<file path="config.mk">
export PLATFORM = sky130hd
export DESIGN_NAME = fxa_front
export DESIGN_NICKNAME = d
export VERILOG_FILES = /design/src/hdl/fxa_pkg.sv /design/src/hdl/fxa_front.sv
export SDC_FILE = /design/constraint.sdc
export NUM_CORES = 1
export LEC_CHECK = 0
export ABC_CLOCK_PERIOD_IN_PS = 4600
export BUFFER_PORTS_ARGS = -buffer_cell sky130_fd_sc_hd__clkbuf_2
export CAP_MARGIN = 20
export CELL_PAD_IN_SITES_DETAIL_PLACEMENT = 0
export CELL_PAD_IN_SITES_GLOBAL_PLACEMENT = 2
export CORE_MARGIN = 1
export CORE_UTILIZATION = 45
export CTS_CLUSTER_DIAMETER = 80
export DETAILED_ROUTE_END_ITERATION = 16
export PLACE_DENSITY = 0.88
export SLEW_MARGIN = 40
export SYNTH_ARGS = -nofsm -noshare
export SYNTH_HDL_FRONTEND = slang
export SYNTH_SLANG_ARGS = --single-unit
</file>
<file path="constraint.sdc">
create_clock -name aclk -period 4.6 [get_ports aclk]
set_input_delay 0.92 -clock aclk [delete_from_list [all_inputs] [get_ports aclk]]
set_output_delay 0.92 -clock aclk [all_outputs]
set_load 0.005 [all_outputs]
</file>
<file path="src/hdl/fxa_pkg.sv">
// Shared types and constants for the Q24.8 fixed-point ALU.
package fxa_pkg;

    localparam int DATA_W        = 32;
    localparam int ACT_W         = 4;
    localparam int FRAC_BITS_DEF = 8;
    localparam int QUEUE_DEPTH   = 4;   // power of two, pointers wrap naturally
    localparam int QPTR_W        = $clog2(QUEUE_DEPTH);
    localparam int QCNT_W        = $clog2(QUEUE_DEPTH + 1);

    typedef enum logic [ACT_W-1:0] {
        ACT_ADD      = 4'd0,
        ACT_SUB      = 4'd1,
        ACT_MUL      = 4'd2,
        ACT_DIV      = 4'd3,
        ACT_GT       = 4'd4,
        ACT_LT       = 4'd5,
        ACT_GE       = 4'd6,
        ACT_LE       = 4'd7,
        ACT_EQ       = 4'd8,
        ACT_NE       = 4'd9,
        ACT_MIN      = 4'd10,
        ACT_MAX      = 4'd11,
        ACT_INC      = 4'd12,
        ACT_DEC      = 4'd13,
        ACT_FROM_INT = 4'd14,
        ACT_TO_INT   = 4'd15
    } action_t;

    typedef enum logic [1:0] {
        CLS_ALU,
        CLS_MUL,
        CLS_DIV
    } op_class_t;

    typedef struct packed {
        action_t           action;
        op_class_t         cls;
        logic [DATA_W-1:0] a;
        logic [DATA_W-1:0] b;
    } item_t;

    typedef struct packed {
        logic  valid;
        item_t item;
    } head_t;

endpackage

</file>
<file path="src/hdl/fxa_front.sv">
// Front end: accepts transactions, classifies the action, holds them in a short queue.
module fxa_front
    import fxa_pkg::*;
(
    input  logic              aclk,
    input  logic              aresetn,
    input  logic              s_valid,
    output logic              s_ready,
    input  logic [ACT_W-1:0]  s_action,
    input  logic [DATA_W-1:0] s_operand_a,
    input  logic [DATA_W-1:0] s_operand_b,
    output head_t             head,
    input  logic              pop
);

    item_t             q_mem_reg [QUEUE_DEPTH];
    logic [QPTR_W-1:0] wr_ptr_reg, rd_ptr_reg;
    logic [QCNT_W-1:0] count_reg, count_next;
    item_t             cls_item;
    logic              push;

    always_comb begin
        cls_item.action = action_t'(s_action);
        cls_item.a      = s_operand_a;
        cls_item.b      = s_operand_b;
        case (cls_item.action)
            ACT_MUL: cls_item.cls = CLS_MUL;
            ACT_DIV: cls_item.cls = CLS_DIV;
            default: cls_item.cls = CLS_ALU;
        endcase
    end

    assign s_ready = (count_reg != QCNT_W'(QUEUE_DEPTH));
    assign push    = s_valid && s_ready;

    always_comb begin
        count_next = count_reg;
        if (push && !pop) begin
            count_next = count_reg + QCNT_W'(1);
        end else if (pop && !push) begin
            count_next = count_reg - QCNT_W'(1);
        end
    end

    always_ff @(posedge aclk) begin
        if (!aresetn) begin
            wr_ptr_reg <= '0;
            rd_ptr_reg <= '0;
            count_reg  <= '0;
        end else begin
            if (push) begin
                wr_ptr_reg <= wr_ptr_reg + QPTR_W'(1);
            end
            if (pop) begin
                rd_ptr_reg <= rd_ptr_reg + QPTR_W'(1);
            end
            count_reg <= count_next;
        end
    end

    always_ff @(posedge aclk) begin
        if (push) begin
            q_mem_reg[wr_ptr_reg] <= cls_item;
        end
    end

    assign head.valid = (count_reg != '0);
    assign head.item  = q_mem_reg[rd_ptr_reg];

endmodule

</file>
==> summary.md <==
| Metric | Value |
|---|---|
| Slew of the pin with the lowest slew margin | `0.6953 ns` |
| Total placed cells including tap cells | `865` |
| Crit path launch type | `flip-flop` |
| HP Start | `wr_ptr_reg[0]$_SDFFE_PN0P_` |
| Clk sinks | `289` |
| Clock latency on the worst-skew pair | `0.53 ns` |
| Antenna cells | `0` |
| WL final | `18.48 mm` |
| Post-Syn Area per Cell | `25.62 um2` |
| Net Switching | `approximately 0.0014 W` |
| Die footprint | `roughly 24000 um2` |
| Num CTS Buffers | `29` |
| Antenna-violating nets left | `0` |
| DRT Pass-1 Iters | `4` |
| Final Setup Violations | `0` |
| Grt total ovfl | `0` |
| Hold_buf cts | `0` |
| Top-level I/O count | `144` |
| Initial Util | `46.51%` |
| Register-to-Register Path Depth | `8` |
| RSZ-0062 raised after global routing | `no` |
| Max Fclk | `295.2 MHz` |
| Switching share of power | `21.68%` |
| Lkg Pwr | `4.346 nW` |
| H-tree depth | `1` |
| Vias in the first global route | `5140` |
| Final hold violations | `0` |
| Primary FF master, synth | `edfxtp_1` |
| Area growth, synth to finish | `20.08%` |
| Synthesized area | `10660 um2` |
| Syn Inst Count | `416` |
| Largest register FFs | `280` |
| DR vias/cell | `~5.2` |
| Filler Cell Count | `1703` |
| WP data arrival | `2.47 ns` |
| Clock transition at path regs | `0.06 ns` |
| CTS tree | `done` |
| First-pass GRT wire length | `28.63 mm` |
| Setup bufs post-CTS | `0` |
| Dominant cell type by area after synthesis | `edfxtp_1` |
| Bufs on Longest Clock Path | `3` |
| Reg power frac | `50.5%` |
| Post-synth EDFFs | `280` |
| Post-synth top area share | `78.88%` |
| Number of synthesized register bits | `289` |
| Hold Crit Class | `flip-flop to flip-flop` |
| WS Path Type | `flip-flop to output pin` |
| Syn_nets | `a little under 500` |
| Slew margin rel. | `roughly 54%` |
| RD Place Congestion | `0.7136` |
| Die Y | `155.9 um` |
| DRC | `0` |
| Root buffer cell | `clkbuf_16` |
| Largest net degree at the start of global routing | `39` |
| Crit. End Element | `output pin` |
| Reg2reg end | `count_reg[2]$_SDFFE_PN0P_` |
| Skew final | `0.01976 ns` |
| Share of cells above drive strength 1 | `45.62%` |
| Hold endpoint | `wr_ptr_reg[0]$_SDFFE_PN0P_` |
| Comb power frac | `between 10% and 20%` |
| Synth top area cells | `edfxtp_1, mux4_2, dfxtp_1` |
| GRT Total Usage | `15.55%` |
| Crit-path max FO | `38` |
| Fraction of registers with async set/reset | `0%` |
| Final net count | `661` |
| CP required | `3.68 ns` |
| Final worst path period share | `73.64%` |
| Clk pwr share | `38.0%` |
| Yosys cell types | `24` |
| Non-Filler Instances | `918` |
| Wire per inst | `20.13 um` |
| Vias | `4765` |
| # rows | `55` |
| # resized after CTS | `0` |
| Area of the core | `22920 um2` |
| Reg-to-Reg Start | `count_reg[0]$_SDFFE_PN0P_` |
| Setup TNS | `0 ns` |
| Initial antenna violation count | `1` |
| Max IR drop VDD | `approximately 0.45 mV` |
| Ys Warns | `0` |
| DP Wirelength | `11.48 mm` |
| P per Cell Area | `502.8 nW/um2` |
| R2R Setup Slk | `2.22 ns` |
| Hold Crit Depth | `2` |
| Internal | `approximately 0.005 W` |
| Max_cap viols | `0` |
| Final Max Tran Viols | `0` |
| Minimum clock period | `3.387 ns` |
| Die width | `155.9 um` |
| Port Buffers | `around 140` |
| Register area share after synthesis | `80.57%` |
| Iteration-0 DRC Markers | `roughly 250` |
| Status | `finished, final reports clean` |
-- layout by cell type (no fill, tap or decap), types with 3 or more instances in the layout --
| master | n |
|---|---|
| buf_12 | 10 |
| clkbuf_16 | 29 |
| dfxtp_1 | 7 |
| edfxtp_1 | 280 |
| mux4_2 | 70 |
| and2_1 | 4 |
| clkbuf_1 | 6 |
| ha_1 | 5 |
| nand2_1 | 6 |
| inv_1 | 4 |
| clkinv_2 | 6 |
| bufinv_16 | 6 |
| clkbuf_2 | 143 |
| mux2i_1 | 3 |
| and2_4 | 4 |
-- critical path, stage by stage, from the launching register on --
cell and delay [ns]:
dfxtp_4 0.80, buf_12 0.37, mux4_2 0.58, clkbuf_2 0.13
-- worst max-delay path by stage --
stage / slack, ns / start / end
3_5_place_dp: 1.69 / flip-flop / head[20]
6_report: 1.21 / flip-flop / head[20]
5_1_grt: 1.02 / flip-flop / head[20]
2_1_floorplan: 1.29 / s_valid / q_mem_reg[0][0]$_DFFE_PP_
4_1_cts: 1.11 / flip-flop / head[20]
3_3_place_gp: 1.72 / flip-flop / head[65]
-- logic make-up after synthesis --
kind of cell / count (synthesis) / synth area share [%]
DFF: 289 / 80.57
and+or+nand+nor: 20 / 1.068
AOI/OAI and AO/OA: 3 / 0.2230
xor gates and xnor gates: 4 / 0.3287
muxes: 73 / 15.07
buffers and inverters: 21 / 1.960
adders and majority gates: 6 / 0.7747
-- area by class of cell --
cell class | count | area (um2) | area share [%]
well taps | 313 | 391.6 | 3.060
multi-input cells | 106 | 1872 | 14.62
inverters | 4 | 15.01 | 0.1173
flip-flops and latches | 289 | 8596 | 67.16
clock buffers | 36 | 762.0 | 5.953
repair buffers | 153 | 915.9 | 7.155
clock inverters | 17 | 247.7 | 1.935
-- cells in the mapped netlist, types with 2 or more instances --
master	count
and2_1	8
buf_12	7
buf_2	7
dfxtp_1	9
edfxtp_1	280
ha_1	5
inv_1	4
mux2i_1	3
mux4_2	70
nand2_1	6
or3_1	2
xnor2_1	2
xor2_1	2
-- through the flow --
stage	hold slack, ns	setup WS [ns]	util (%)	area, um2	power (W)
2_1_floorplan	0.4677	1.285	-	10660	0.003722
3_3_place_gp	0.4743	1.721	50.66	11610	0.003991
3_5_place_dp	0.5102	1.692	51.45	11790	0.004066
4_1_cts	0.5186	1.106	55.86	12800	0.006522
5_1_grt	0.5442	1.017	55.86	12800	0.006679
6_report	0.5121	1.213	55.86	12800	0.006436
-- power by group through the flow --
stage	clock (W)	sequential, W	combinational, W
floorplan	0	0.00327	0.000453
global placement	0	0.00331	0.000686
detailed placement	0	0.00331	0.000758
CTS	0.00251	0.00325	0.000762
global route	0.00260	0.00327	0.000807
finish	0.00245	0.00325	0.000741
-- routing by layer --
layer	part of all wire [%]	wire, um	up-vias	global-route usage (%)
met5	0	0	-	0
met4	1.6	293	0	3.548
met3	6.3	1162	27	3.639
met2	52	9525	141	27.06
met1	41	7501	2497	19.83
li1	-	-	2100	-
Power figures use the tool's default switching activity.
